File: config.mk
export PLATFORM = sky130hd
export DESIGN_NAME = ir_pulse_distance_decoder_unit
export DESIGN_NICKNAME = d
export VERILOG_FILES = /design/src/rtl/core/ipdd_pkg.sv /design/src/rtl/core/ir_pulse_distance_decoder_unit.sv
export SDC_FILE = /design/constraint.sdc
export NUM_CORES = 1
export LEC_CHECK = 0
export BUFFER_PORTS_ARGS = -buffer_cell sky130_fd_sc_hd__buf_2
export CAP_MARGIN = 20
export CORE_ASPECT_RATIO = 0.8
export CORE_MARGIN = 3
export CORE_UTILIZATION = 25
export CTS_CLUSTER_DIAMETER = 120
export DETAILED_ROUTE_END_ITERATION = 7
export PLACE_DENSITY = 0.51
export SYNTH_ARGS = -nofsm -noshare
export SYNTH_HDL_FRONTEND = slang
export SYNTH_SLANG_ARGS = --single-unit
File: constraint.sdc
create_clock -name clk -period 5.8 [get_ports clk]
set_clock_uncertainty 0.05 [all_clocks]
set_input_delay 1.16 -clock clk [delete_from_list [all_inputs] [get_ports clk]]
set_output_delay 1.16 -clock clk [all_outputs]
set_load 0.005 [all_outputs]
File: src/rtl/core/ipdd_pkg.sv
// Shared types, register codes, reset values and the frame check for the IR pulse-distance decoder.
package ipdd_pkg;

  localparam int unsigned CFG_BITS   = 16;
  localparam int unsigned WORD_BITS  = 32;
  localparam int unsigned COUNT_BITS = 6;
  localparam int unsigned CMD_BITS   = 8;

  typedef enum logic [1:0] {
    REG_BIT_THRESHOLD = 2'd0,
    REG_LEADER_MIN    = 2'd1,
    REG_REPEAT_LIMIT  = 2'd2,
    REG_LEADER_MAX    = 2'd3
  } cfg_reg_t;

  localparam logic EVENT_REPEAT = 1'b0;
  localparam logic EVENT_FRAME  = 1'b1;

  localparam logic [CFG_BITS-1:0] RST_BIT_THRESHOLD = 16'd1750;
  localparam logic [CFG_BITS-1:0] RST_LEADER_MIN    = 16'd10000;
  localparam logic [CFG_BITS-1:0] RST_REPEAT_LIMIT  = 16'd12000;
  localparam logic [CFG_BITS-1:0] RST_LEADER_MAX    = 16'd15000;

  // Address and command bytes must each be followed by their bitwise inverse.
  function automatic logic frame_check(input logic [WORD_BITS-1:0] w);
    frame_check = (w[7:0] == ~w[15:8]) && (w[23:16] == ~w[31:24]);
  endfunction

endpackage

File: src/rtl/core/ir_pulse_distance_decoder_unit.sv
// IR pulse-distance (NEC style) frame decoder: top level.
// An accepted edge beat is held in the input register; any result it yields is written to the result register.
// Throughput: one edge beat per cycle; the input register feeds the decode logic,
// which writes the result register, so the only stall comes from a held result.
// Reset (rst_n, synchronous, active low) returns the decoder to idle, clears the
// stored edge time and shift register and loads the default timing registers.
module ir_pulse_distance_decoder_unit #(
  parameter int unsigned FRAME_BITS = 32,
  parameter int unsigned TIMER_BITS = 16
) (
  input  logic                                  clk,
  input  logic                                  rst_n,
  input  logic                                  in_valid,
  output logic                                  in_ready,
  input  logic [TIMER_BITS-1:0]                 in_edge_time,
  output logic                                  out_valid,
  input  logic                                  out_ready,
  output logic                                  out_event_kind,
  output logic [ipdd_pkg::CMD_BITS-1:0]         out_command,
  output logic [ipdd_pkg::WORD_BITS-1:0]        out_frame_word,
  output logic                                  out_check_ok,
  input  logic                                  cfg_valid,
  output logic                                  cfg_ready,
  input  logic [1:0]                            cfg_index,
  input  logic [ipdd_pkg::CFG_BITS-1:0]         cfg_data
);

  // Comparisons are done at the wider of the timer and register widths.
  localparam int unsigned CMP_W = (TIMER_BITS > ipdd_pkg::CFG_BITS) ?
                                  TIMER_BITS : ipdd_pkg::CFG_BITS;
  // The count holds one more than the number of bits received, so a frame is
  // complete when it reaches one past the frame length.
  localparam logic [ipdd_pkg::COUNT_BITS-1:0] FRAME_DONE =
    ipdd_pkg::COUNT_BITS'(FRAME_BITS + 1);

  // Timing registers.
  logic [ipdd_pkg::CFG_BITS-1:0] bit_threshold_r;
  logic [ipdd_pkg::CFG_BITS-1:0] leader_min_r;
  logic [ipdd_pkg::CFG_BITS-1:0] repeat_limit_r;
  logic [ipdd_pkg::CFG_BITS-1:0] leader_max_r;

  // Input register.
  logic                  s1_valid_r;
  logic [TIMER_BITS-1:0] s1_time_r;
  logic                  s1_go;

  // Decoder state.
  logic [TIMER_BITS-1:0]               last_edge_r, last_edge_nxt;
  logic [ipdd_pkg::COUNT_BITS-1:0]     bit_count_r, bit_count_nxt;
  logic [ipdd_pkg::WORD_BITS-1:0]      bit_shift_r, bit_shift_nxt;

  // Result register.
  logic                                out_valid_r;
  logic                                event_kind_r, event_kind_nxt;
  logic [ipdd_pkg::CMD_BITS-1:0]       command_r, command_nxt;
  logic [ipdd_pkg::WORD_BITS-1:0]      frame_word_r, frame_word_nxt;
  logic                                check_ok_r, check_ok_nxt;
  logic                                emit;

  logic [TIMER_BITS-1:0]               interval;
  logic [CMP_W-1:0]                    ivl_ext;
  logic                                gt_leader_min, lt_leader_min;
  logic                                lt_leader_max, lt_repeat, is_one;
  logic [ipdd_pkg::COUNT_BITS-1:0]     count_inc;

  // The configuration port never stalls; the user must write only while idle, which the block does not enforce.
  assign cfg_ready = 1'b1;

  always_ff @(posedge clk) begin
    if (!rst_n) begin
      bit_threshold_r <= ipdd_pkg::RST_BIT_THRESHOLD;
      leader_min_r    <= ipdd_pkg::RST_LEADER_MIN;
      repeat_limit_r  <= ipdd_pkg::RST_REPEAT_LIMIT;
      leader_max_r    <= ipdd_pkg::RST_LEADER_MAX;
    end else if (cfg_valid) begin
      case (ipdd_pkg::cfg_reg_t'(cfg_index))
        ipdd_pkg::REG_BIT_THRESHOLD: bit_threshold_r <= cfg_data;
        ipdd_pkg::REG_LEADER_MIN:    leader_min_r    <= cfg_data;
        ipdd_pkg::REG_REPEAT_LIMIT:  repeat_limit_r  <= cfg_data;
        ipdd_pkg::REG_LEADER_MAX:    leader_max_r    <= cfg_data;
        default: begin
        end
      endcase
    end
  end

  // The input register moves on whenever the result register can take an
  // answer, whether or not this edge produces one.
  assign s1_go    = s1_valid_r && (!out_valid_r || out_ready);
  assign in_ready = !s1_valid_r || s1_go;

  always_ff @(posedge clk) begin
    if (!rst_n) begin
      s1_valid_r <= 1'b0;
    end else if (in_ready) begin
      s1_valid_r <= in_valid;
    end
  end

  always_ff @(posedge clk) begin
    if (in_ready && in_valid) begin
      s1_time_r <= in_edge_time;
    end
  end

  // Interval since the previous edge; the subtraction wraps with the timer.
  assign interval      = s1_time_r - last_edge_r;
  assign ivl_ext       = CMP_W'(interval);
  assign gt_leader_min = ivl_ext > CMP_W'(leader_min_r);
  assign lt_leader_min = ivl_ext < CMP_W'(leader_min_r);
  assign lt_leader_max = ivl_ext < CMP_W'(leader_max_r);
  assign lt_repeat     = ivl_ext < CMP_W'(repeat_limit_r);
  assign is_one        = ivl_ext > CMP_W'(bit_threshold_r);
  assign count_inc     = bit_count_r + 1'b1;

  always_comb begin
    last_edge_nxt  = s1_time_r;
    bit_count_nxt  = bit_count_r;
    bit_shift_nxt  = bit_shift_r;
    emit           = 1'b0;
    event_kind_nxt = ipdd_pkg::EVENT_REPEAT;
    command_nxt    = '0;
    frame_word_nxt = '0;
    check_ok_nxt   = 1'b0;
    if (bit_count_r == '0) begin
      // Idle: look for a leader. A short leader is a repeat code, and the
      // stored edge time is kept so the next interval spans it.
      if (gt_leader_min && lt_leader_max) begin
        if (lt_repeat) begin
          emit          = 1'b1;
          last_edge_nxt = last_edge_r;
        end else begin
          bit_count_nxt = {{(ipdd_pkg::COUNT_BITS-1){1'b0}}, 1'b1};
          bit_shift_nxt = '0;
        end
      end
    end else if (lt_leader_min) begin
      // Data bit: the long spacing reads as one, shifted in at the bottom.
      bit_shift_nxt = {bit_shift_r[ipdd_pkg::WORD_BITS-2:0], is_one};
      if (count_inc >= FRAME_DONE) begin
        emit           = 1'b1;
        event_kind_nxt = ipdd_pkg::EVENT_FRAME;
        command_nxt    = bit_shift_nxt[ipdd_pkg::CMD_BITS-1:0];
        frame_word_nxt = bit_shift_nxt;
        check_ok_nxt   = ipdd_pkg::frame_check(bit_shift_nxt);
        bit_count_nxt  = '0;
      end else begin
        bit_count_nxt  = count_inc;
      end
    end else begin
      // An over-long gap abandons the frame; this edge does not start one.
      bit_count_nxt = '0;
    end
  end

  always_ff @(posedge clk) begin
    if (!rst_n) begin
      last_edge_r <= '0;
      bit_count_r <= '0;
      bit_shift_r <= '0;
    end else if (s1_go) begin
      last_edge_r <= last_edge_nxt;
      bit_count_r <= bit_count_nxt;
      bit_shift_r <= bit_shift_nxt;
    end
  end

  always_ff @(posedge clk) begin
    if (!rst_n) begin
      out_valid_r <= 1'b0;
    end else if (s1_go) begin
      out_valid_r <= emit;
    end else if (out_ready) begin
      out_valid_r <= 1'b0;
    end
  end

  always_ff @(posedge clk) begin
    if (s1_go && emit) begin
      event_kind_r <= event_kind_nxt;
      command_r    <= command_nxt;
      frame_word_r <= frame_word_nxt;
      check_ok_r   <= check_ok_nxt;
    end
  end

  assign out_valid      = out_valid_r;
  assign out_event_kind = event_kind_r;
  assign out_command    = command_r;
  assign out_frame_word = frame_word_r;
  assign out_check_ok   = check_ok_r;

endmodule
==> summary.txt, run 1 <==
status = completed
Synth Net Count = 1184
Slew HR = 0.309
Net Switching = 1.58 mW
register share of total power = 0.331
synth warn = 0
final hold slack = 0.404 ns
Die Span Y = 180 microns
most frequent cells in the layout = nand2_1 (183), dfxtp_1 (119), inv_1 (84)
# hold bufs at CTS = 0
Routed WL = 24.7 mm
Synth area leaders = dfxtp_1 (25%), edfxtp_1 (16%), ha_1 (11%)
worst-margin pin slew = 1.04 ns
final core occ = 0.291
unrepaired setup endpoints after global routing = no
die footprint = 40200 sq um
fraction of layout cells with a size suffix above 1 = 0.130
antenna violations before repair = 0
setup_tns = 0 ns
Pins Over Slew Limit = 0
worst reg2reg path depth = 17
Ports = 84
critical-path maximum fanout = 18
Reg area = 3880 sq um
via count of the first global-routing pass = 7251
WHS Path Cells = 2
Yosys cell types = 72
sequential-to-total area share from yosys stat = 0.411
core area = 37200 sq um
FF+latch count, synth = 169
first-pass GRT wire length = 40.0 mm
syn_area_per_cell = 8.88 sq um
drt wl/cell = 15.4 microns
cell taking the most area after synthesis = dfxtp_1
vias = 7566
Slowest-stage cell, CP = o311ai_1
Comb pwr share = 0.391
cell area power density = 384 nW/um^2
clock buffer depth = 2
Hold Vio Cnt, Final = 0
area occupied by multi-input gates = 4900 sq um
Initial DRC Count = 420
Initial Util = 0.254
number of synthesized flops with an enable pin = 50
Leakage Power = 4.32 nW
fmax = 0.192 GHz
Buf+Inv Stages, Crit Path = 2
Reg clk slew, reported paths = 0.07 ns
hold worst-path end = leader_min_r[15]
worst path arrival time = 5.31 ns
Filler Cells Inserted = 3958
Tcrit/Tclk final = 0.898
H-tree levels = 4
Int Pwr = 2.58 mW
Crit Path Category = reg -> reg
top cell type's share of synthesized area = 0.252
largest net degree at the start of global routing = 84
drt first pass iters = 5
GRT Total Usage = 0.125
R2R Path Start = s1_time_r[0]
commonest non-fill, non-tap cell in the layout = nand2_1
drt via density = 4.71
Mapped Area = 9450 sq um
Max IR drop VDD = 0.253 mV
TritonCTS Buffers = 17
Die W = 223 microns
clock root buffer = clkbuf_16
max_cap viols = 0
CP top delay family = compound AO/OA/AOI/OAI gates
Worst R2R End = out_command[1]
nets@finish = 1226
ys flop type = dfxtp_1
Worst Hold Class = reg -> reg
total power = 4.16 mW
Critical Path RT = 5.90 ns
clock latency on the worst-skew pair = 0.44 ns
DRC = 0
RePlAce Congestion = 0.798
final critical-path required period = 5.21 ns
most numerous cell on the critical path = ha_1
# setup viols final = 0
Critical Path End Type = flop
HPWL reported at the end of detailed placement = 17.6 mm
hold_sp = leader_min_r[15]
Largest stage delay, worst path = 0.71 ns
setup bufs post-CTS = 0
Syn Inst Count = 1064
Resized Gates After CTS = 0
clock network power share = 0.279
sw frac = 0.380
port buffer count = 82
remaining antenna violation count after routing = 0
Async SR Flop Fraction = 0
Clock Sinks = 169
CP Launch Type = flop
crit-path cells = inv_1, ha_1, fa_1, nor2b_1, o21a_1, o21ai_0, a21boi_0, a211oi_1, o311ai_1, ha_1, a211o_1, a221oi_2, nand4b_4, o2bb2ai_4, nor3b_1, o21a_2, buf_12
worst reg2reg setup slack = 0.59 ns
row cnt = 63
CTS tree = done
grt ovf = 0
Layout area overhead = 14.5%
==> synthesized netlist by cell type, types with 31 or more instances <==
cell type,n
a21oi_1,65
inv_1,84
nand2_1,183
and2_1,34
a221o_1,32
nor2_1,52
ha_1,80
clkbuf_1,43
o211ai_1,32
edfxtp_1,50
nand3_1,43
o22ai_1,31
dfxtp_1,119
==> layout make-up <==
class                   count  area share
flip-flops and latches    169       0.359
well taps                 487      0.0563
diodes                      1    0.000231
multi-input cells         739       0.453
inverters                  85      0.0295
clock inverters            14      0.0140
clock buffers              18      0.0406
repair buffers             94      0.0476
==> logic make-up after synthesis <==
group / synth area share
compound gates: 0.176
xor+xnor: 0.0259
fa+ha+maj: 0.108
buf+inv: 0.0720
flops: 0.411
mux: 0.0169
other cells: 0.000397
simple gates: 0.190
==> worst register-to-register path, cell delays in order, from the launching register on <==
cell       delay (ns)
edfxtp_1         0.35
inv_1            0.05
ha_1             0.20
fa_1             0.41
nor2b_1          0.13
o21a_1           0.13
o21ai_0          0.10
a21boi_0         0.31
a211oi_1         0.18
o311ai_1         0.71
ha_1             0.38
a211o_1          0.31
a221oi_2         0.25
nand4b_4         0.14
o2bb2ai_4        0.22
nor3b_1          0.28
o21a_2           0.46
buf_12           0.23
==> worst max path at each step <==
| stage | to | depth (start not counted) | slack (ns) | start |
|---|---|---|---|---|
| 6_report | out_command[1] | 17 | 0.59 | s1_time_r[0] |
| 3_3_place_gp | out_command[2] | 17 | 0.43 | s1_time_r[0] |
| 3_5_place_dp | out_command[1] | 17 | 0.25 | s1_time_r[0] |
| 4_1_cts | out_command[0] | 17 | 0.24 | s1_time_r[0] |
| 2_1_floorplan | out_check_ok | 16 | 0.76 | s1_time_r[0] |
| 5_1_grt | out_command[0] | 18 | 0.08 | s1_time_r[0] |
==> power by group through the flow <==
stage | combinational (mW) | clock [mW] | sequential, mW
floorplan | 1.22 | 0 | 1.40
global placement | 1.59 | 0 | 1.40
detailed placement | 1.62 | 0 | 1.40
CTS | 1.63 | 1.19 | 1.38
global route | 1.84 | 1.23 | 1.39
finish | 1.62 | 1.16 | 1.37
==> through the flow <==
stage               setup WS [ns]  cells  instance area (sq um)
floorplan                   0.761   1064                   9450
global placement            0.428   1574                  10200
detailed placement          0.251   1574                  10200
CTS                         0.239   1606                  10800
global route               0.0752   1606                  10800
finish                      0.590   1607                  10800
==> registers in the layout, summed over array words and instances, names as in the netlist <==
name / cells
last_edge_r: 16
bit_threshold_r: 16
leader_max_r: 16
bit_count_r: 6
bit_shift_r: 31
s1_valid_r: 1
s1_time_r: 16
out_check_ok: 1
out_command: 7
out_valid: 1
out_event_kind: 1
repeat_limit_r: 16
leader_min_r: 16
out_frame_word: 25
==> layer usage <==
layer / wire length (microns) / track usage
met2: 10400 / 0.186
met5: 0 / 0
met1: 13100 / 0.182
met4: 397 / 0.0353
met3: 894 / 0.0248
Note: power is estimated with default switching activity, not from simulation.
==> run 2: changes to the inputs <==
Settings changed: ABC_AREA from default to 1.
==> run 2 against run 1 <==
Synthesized cell count about the same; sequential share of layout area increased by 2.5 points; core utilization increased by 0.59 points; critical path depth increased by 3; global-route usage decreased by 0.25 points; first-iteration DRC count decreased by 6.9%; design area decreased by 6.5%; critical endpoint is now bit_shift_r[7]; largest cell class unchanged.
==> summary.txt, run 2 <==
Slew HR = 0.419 (+0.110)
HPWL reported at the end of detailed placement = 16.2 mm (-7.9%)
most frequent cells in the layout = nand2_1 (199), inv_1 (154), dfxtp_1 (119)
clock root buffer = clkbuf_16
main combinational cell family by area after synthesis = simple AND/OR/NAND/NOR gates
vias = 6905 (-8.7%)
Die Span Y = 173 microns (-3.6%)
clock latency on the worst-skew pair = 0.44 ns (about the same)
Max IR drop VDD = 0.218 mV (-14%)
H-tree levels = 4 (unchanged)
Critical Path End Type = flop
largest net degree at the start of global routing = 76 (-9.5%)
fmax = 0.225 GHz (+17%)
Slowest-stage cell, CP = xnor2_1
TritonCTS Buffers = 17 (unchanged)
port buffer count = 82 (unchanged)
count leader, synth = nand2_1
grt ovf = 0 (unchanged)
Routed WL = 22.1 mm (-11%)
FF+latch count, synth = 169 (unchanged)
mux share of post-synthesis cell area = 0 (-0.0169)
status = completed
fraction of the mapped netlist area in adder cells = 0.117 (+0.00855)
Synth Net Count = 1183 (-0.084%)
row cnt = 60 (-4.8%)
Filler Cells Inserted = 3667 (-7.4%)
Reg clk slew, reported paths = 0.08 ns (about the same)
Synth Area in Compound Gates = 0.143 (-0.0338)
# hold bufs at CTS = 0 (unchanged)
critical-path maximum fanout = 31 (+13)
final core occ = 0.297 (+0.00592)
Syn Inst Count = 1063 (-0.094%)
Initial DRC Count = 391 (-6.9%)
setup bufs post-CTS = 0 (unchanged)
fraction of layout cells with a size suffix above 1 = 0.134 (+0.00440)
Hold Vio Cnt, Final = 0 (unchanged)
Clock Sinks = 169 (unchanged)
unrepaired setup endpoints after global routing = no
worst path arrival time = 4.69 ns (-0.62 ns)
# setup viols final = 0 (unchanged)
Crit Path Category = reg -> reg
commonest non-fill, non-tap cell in the layout = nand2_1
first-pass GRT wire length = 36.5 mm (-8.7%)
max_cap viols = 0 (unchanged)
DRC = 0 (unchanged)
critical path depth = 20 (+3)
sequential-to-total area share from yosys stat = 0.443 (+0.0325)
Simple-Gate Fraction of Synth Area = 0.174 (-0.0157)
via count of the first global-routing pass = 6753 (-6.9%)
Yosys cell types = 47 (-35%)
xor/xnor share of the synthesized area = 0.0260 (+0.0000532)
Critical Path RT = 6.04 ns (+0.14 ns)
Mapped Area = 8760 sq um (-7.3%)
number of flip-flops under the largest register name = 31 (unchanged)
CP top delay family = simple AND/OR/NAND/NOR gates
Largest stage delay, worst path = 0.57 ns (-0.14 ns)
core area = 34100 sq um (-8.4%)
Tcrit/Tclk final = 0.767 (-0.131)
Buf+Inv Stages, Crit Path = 1 (-1)
antenna cells = 0 (-1)
Worst Hold Class = reg -> reg
antenna violations before repair = 0 (unchanged)
most numerous cell on the critical path = nand2_1
die footprint = 37300 sq um (-7.1%)
CP Launch Type = flop
drt via density = 4.30 (-8.7%)
syn_area_per_cell = 8.24 sq um (-7.2%)
clock buffer depth = 2 (unchanged)
Reg with most FFs = bit_shift_r
number of synthesized flops with an enable pin = 50 (unchanged)
GRT Total Usage = 0.122 (-0.00253)
Async SR Flop Fraction = 0 (unchanged)
Initial Util = 0.257 (+0.00294)
crit-path cells = ha_1, nand2_1, nor3_1, a21oi_1, o21ai_0, a21oi_1, xnor2_1, ha_1, nand2_1, inv_1, nand2_1, nand2_1, nand2_1, o21ai_0, nor2_1, nand3_2, nand2_1, nand3_2, nand2_1, a21oi_1
Leakage Power = 4.03 nW (-6.9%)
RePlAce Congestion = 0.884 (+11%)
Layout area overhead = 15.5%
WHS Path Cells = 2 (unchanged)
drt wl/cell = 13.8 microns (-11%)
Resized Gates After CTS = 0 (unchanged)
cell area power density = 330 nW/um^2 (-14%)
Synth area leaders = dfxtp_1 (27%), edfxtp_1 (17%), ha_1 (11%)
remaining antenna violation count after routing = 0 (unchanged)
cell taking the most area after synthesis = dfxtp_1
Pins Over Slew Limit = 0 (unchanged)
setup_tns = 0 ns (unchanged)
ys flop type = dfxtp_1
final critical-path required period = 4.45 ns (-0.759 ns)
CTS tree = done
worst-margin pin slew = 0.871 ns (-0.164 ns)
top cell type's share of synthesized area = 0.272 (+0.0199)
nets@finish = 1249 (+1.9%)
Ports = 84 (unchanged)
worst reg2reg path depth = 20 (+3)
Post-synth top cells = nand2_1 (199), inv_1 (154), dfxtp_1 (119)
synth warn = 0 (unchanged)
drt first pass iters = 5 (unchanged)
Die W = 215 microns (-3.6%)
-- run 2: changes by cell type in the layout (fill, tap and decap cells not counted), sizes merged, moves of 32 or more --
cell,change
a221o,-32
a21oi,+54
nor2,+53
inv,+74
and2,-34
o21ai,+58
-- run 2: layout make-up --
| type | instances | area, sq um | share of cell area |
|---|---|---|---|
| Multi-Input combinational cell | 693 | 4020 | 0.398 |
| Sequential cell | 169 | 3880 | 0.384 |
| Inverter | 160 | 603 | 0.0596 |
| Tap cell | 465 | 582 | 0.0575 |
| Timing Repair Buffer | 88 | 455 | 0.0450 |
| Clock buffer | 17 | 425 | 0.0420 |
| Clock inverter | 15 | 144 | 0.0142 |
-- run 2: worst reg2reg max path: stages, from the launching register on --
cell and delay, ns:
edfxtp_1 0.42, ha_1 0.39, nand2_1 0.12, nor3_1 0.14
a21oi_1 0.16, o21ai_0 0.29, a21oi_1 0.13, xnor2_1 0.57
ha_1 0.36, nand2_1 0.06, inv_1 0.06, nand2_1 0.07
nand2_1 0.05, nand2_1 0.07, o21ai_0 0.08, nor2_1 0.13
nand3_2 0.13, nand2_1 0.15, nand3_2 0.53, nand2_1 0.24
a21oi_1 0.08
-- run 2: final timing paths --
kind,start,to,slack (ns)
max,s1_time_r[4],bit_shift_r[7],1.35
min,leader_max_r[14],leader_max_r[14],0.41
max reg2reg,s1_time_r[4],bit_shift_r[7],1.35
min reg2reg,leader_max_r[14],leader_max_r[14],0.41
-- run 2: cells by family (layout without fill, tap and decap cells) --
group,after synthesis,count (layout)
simple gates,358,358
compound gates,227,227
buf+inv,201,280
flops,169,169
fa+ha+maj,81,81
xor+xnor,26,26
other cells,1,1
-- run 2: through the flow --
step | worst slack, ns | power [mW] | hold WS [ns] | std cells | area [sq um]
final | 1.35 | 3.34 | 0.412 | 1607 | 10100
after global routing | 0.874 | 3.58 | 0.434 | 1607 | 10100
after CTS | 1.42 | 3.38 | 0.414 | 1607 | 10100
after detailed placement | 1.43 | 2.24 | 0.404 | 1575 | 9550
after global placement | 1.55 | 2.23 | 0.403 | 1575 | 9550
after floorplan | 1.95 | 1.99 | 0.385 | 1063 | 8760
-- run 2: report_power, final --
group / leakage (nW) / switching [mW] / total [mW] / internal, mW
clock network: 0.275 / 0.556 / 1.13 / 0.572
logic: 2.38 / 0.573 / 0.896 / 0.323
registers: 1.38 / 0.0302 / 1.32 / 1.29
total: 4.03 / 1.16 / 3.34 / 2.18
-- run 2: per-layer routing --
layer  global-route usage  wire length, microns  part of all wire
met5                    0                     0                 0
met3               0.0214                   681             0.031
met4               0.0328                   233             0.011
met1                0.182                 11900              0.54
met2                0.182                  9310              0.42
==> run 3: changes to the inputs <==
Clock period 5.8 ns to 4.2 ns, I/O delays scaled along.
==> run 3 against run 2 <==
Die area unchanged; maximum frequency grew 16%; flip-flop and latch count unchanged; total power rose by 44%; final cell count grew 0.75%; clock power increased by 48%; register-to-register slack worse by 0.98 ns; sequential power rose by 38%; global-route usage decreased by 0.37 points; worst setup slack got worse by 0.98 ns.
==> summary.txt, run 3 (synthesis results as in run 2) <==
status = completed
Die W = 215 microns (unchanged)
drt first pass iters = 5 (unchanged)
fmax = 0.261 GHz (+16%)
# setup viols final = 0 (unchanged)
Critical Path End Type = flop
Clock Sinks = 169 (unchanged)
Crit Path Category = reg -> reg
Worst Hold Class = reg -> reg
RePlAce Congestion = 0.866 (-2.0%)
final critical-path required period = 3.83 ns (-0.618 ns)
Max IR drop VDD = 0.291 mV (+34%)
Layout area overhead = 17.9%
most numerous cell on the critical path = nand2_1
CP Launch Type = flop
via count of the first global-routing pass = 6564 (-2.8%)
drt wl/cell = 13.4 microns (-2.3%)
H-tree levels = 4 (unchanged)
vias = 6874 (-0.45%)
HPWL reported at the end of detailed placement = 16.0 mm (-1.7%)
Routed WL = 21.8 mm (-1.6%)
placed instance area = 9670 sq um (+1.3%)
Critical Path RT = 4.27 ns (-1.77 ns)
Leakage Power = 4.14 nW (+2.8%)
Initial DRC Count = 468 (+20%)
row cnt = 60 (unchanged)
cell area power density = 465 nW/um^2 (+41%)
TritonCTS Buffers = 17 (unchanged)
Largest stage delay, worst path = 0.38 ns (-0.19 ns)
clock root buffer = clkbuf_16
final hold slack = 0.415 ns (+0.00286 ns)
max_cap viols = 0 (unchanged)
Ports = 84 (unchanged)
first-pass GRT wire length = 35.6 mm (-2.5%)
total power = 4.81 mW (+44%)
remaining antenna violation count after routing = 0 (unchanged)
die footprint = 37300 sq um (unchanged)
Initial Util = 0.257 (unchanged)
unrepaired setup endpoints after global routing = no
worst-margin pin slew = 0.890 ns (+0.0191 ns)
CTS tree = done
antenna cells = 0 (unchanged)
clock latency on the worst-skew pair = 0.43 ns (about the same)
GRT Total Usage = 0.119 (-0.00369)
DRC = 0 (unchanged)
Slowest-stage cell, CP = dfxtp_1
grt ovf = 0 (unchanged)
Die Span Y = 173 microns (unchanged)
core area = 34100 sq um (unchanged)
crit-path cells = inv_1, ha_1, a21oi_1, o21ai_0, a21oi_1, buf_4, o2111ai_1, xor2_2, ha_1, nand2_1, nor2_1, nand2_1, clkinv_1, nand2_1, nand2_2, nand3_2, nor2_1, o21bai_1, inv_1, buf_12
Non-Filler Cell Area, Final = 10300 sq um (+2.1%)
antenna violations before repair = 0 (unchanged)
clock buffer depth = 2 (unchanged)
port buffer count = 82 (unchanged)
Reg clk slew, reported paths = 0.08 ns (about the same)
Pins Over Slew Limit = 0 (unchanged)
largest net degree at the start of global routing = 75 (-1.3%)
setup_tns = 0 ns (unchanged)
fraction of layout cells with a size suffix above 1 = 0.145 (+0.0107)
Slew HR = 0.406 (-0.0127)
commonest non-fill, non-tap cell in the layout = nand2_1
most frequent cells in the layout = nand2_1 (199), inv_1 (154), dfxtp_1 (119)
Reg with most FFs = bit_shift_r
critical-path maximum fanout = 34 (+9.7%)
number of flip-flops under the largest register name = 31 (unchanged)
nets@finish = 1261 (+0.96%)
Tcrit/Tclk final = 0.913 (+0.145)
worst path arrival time = 3.90 ns (-0.79 ns)
drt via density = 4.25 (-1.2%)
Hold Vio Cnt, Final = 0 (unchanged)
[run 3: changes by cell type in the layout (fill, tap and decap cells not counted), moves of 2 or more]
| cell | delta |
|---|---|
| buf_4 | +8 |
| clkinv_4 | -2 |
| clkinv_8 | +2 |
| inv_6 | -3 |
| bufinv_16 | +2 |
| buf_12 | +4 |
[run 3: layer usage]
metal	global-route usage	wire [microns]
met5	0	0
met4	0.0278	235
met3	0.0217	685
met2	0.174	9160
met1	0.179	11700
[run 3: worst paths after layout]
kind	startpoint	slack, ns	cells after the start	to
setup reg to reg	last_edge_r[5]	0.37	20	out_frame_word[25]
hold reg to reg	bit_threshold_r[3]	0.41	2	bit_threshold_r[3]
hold / removal	bit_threshold_r[3]	0.41	2	bit_threshold_r[3]
setup / recovery	last_edge_r[5]	0.37	20	out_frame_word[25]
[run 3: final cells by class]
cell class / instances / area (sq um)
Inverter: 160 / 603
Clock buffer: 17 / 425
Tap cell: 465 / 582
Multi-Input combinational cell: 693 / 4040
Fill cell: 3710 / 23800
Timing Repair Buffer: 100 / 596
Clock inverter: 15 / 201
Sequential cell: 169 / 3880
[run 3: critical path, delay by kind of cell (launching register included)]
| family | cells | cell delay (ns) |
|---|---|---|
| AO/OA/AOI/OAI | 5 | 0.79 |
| XOR/XNOR | 1 | 0.23 |
| adder cells (fa/ha/maj) | 2 | 0.67 |
| buffers and inverters | 5 | 0.58 |
| flip-flops | 1 | 0.38 |
| AND/OR/NAND/NOR | 7 | 0.81 |
[run 3: timing repair]
action                     4_1_cts  5_1_grt
gates resized for setup          0        3
setup endpoints to repair        0       87
buffers inserted                 0        2
hold buffers                     0        0
[run 3: report_power, final]
group	leakage (nW)	internal [mW]	switching [mW]
clock	0.305	0.915	0.759
combinational	2.46	0.501	0.813
sequential	1.38	1.78	0.0402
[run 3: stage by stage]
stage	util	worst slack, ns	instances
after detailed placement	0.284	0.203	1585
after global placement	0.284	0.276	1585
after floorplan	-	0.352	1063
after CTS	0.302	0.144	1617
final	0.303	0.367	1619
after global routing	0.303	0.000331	1619
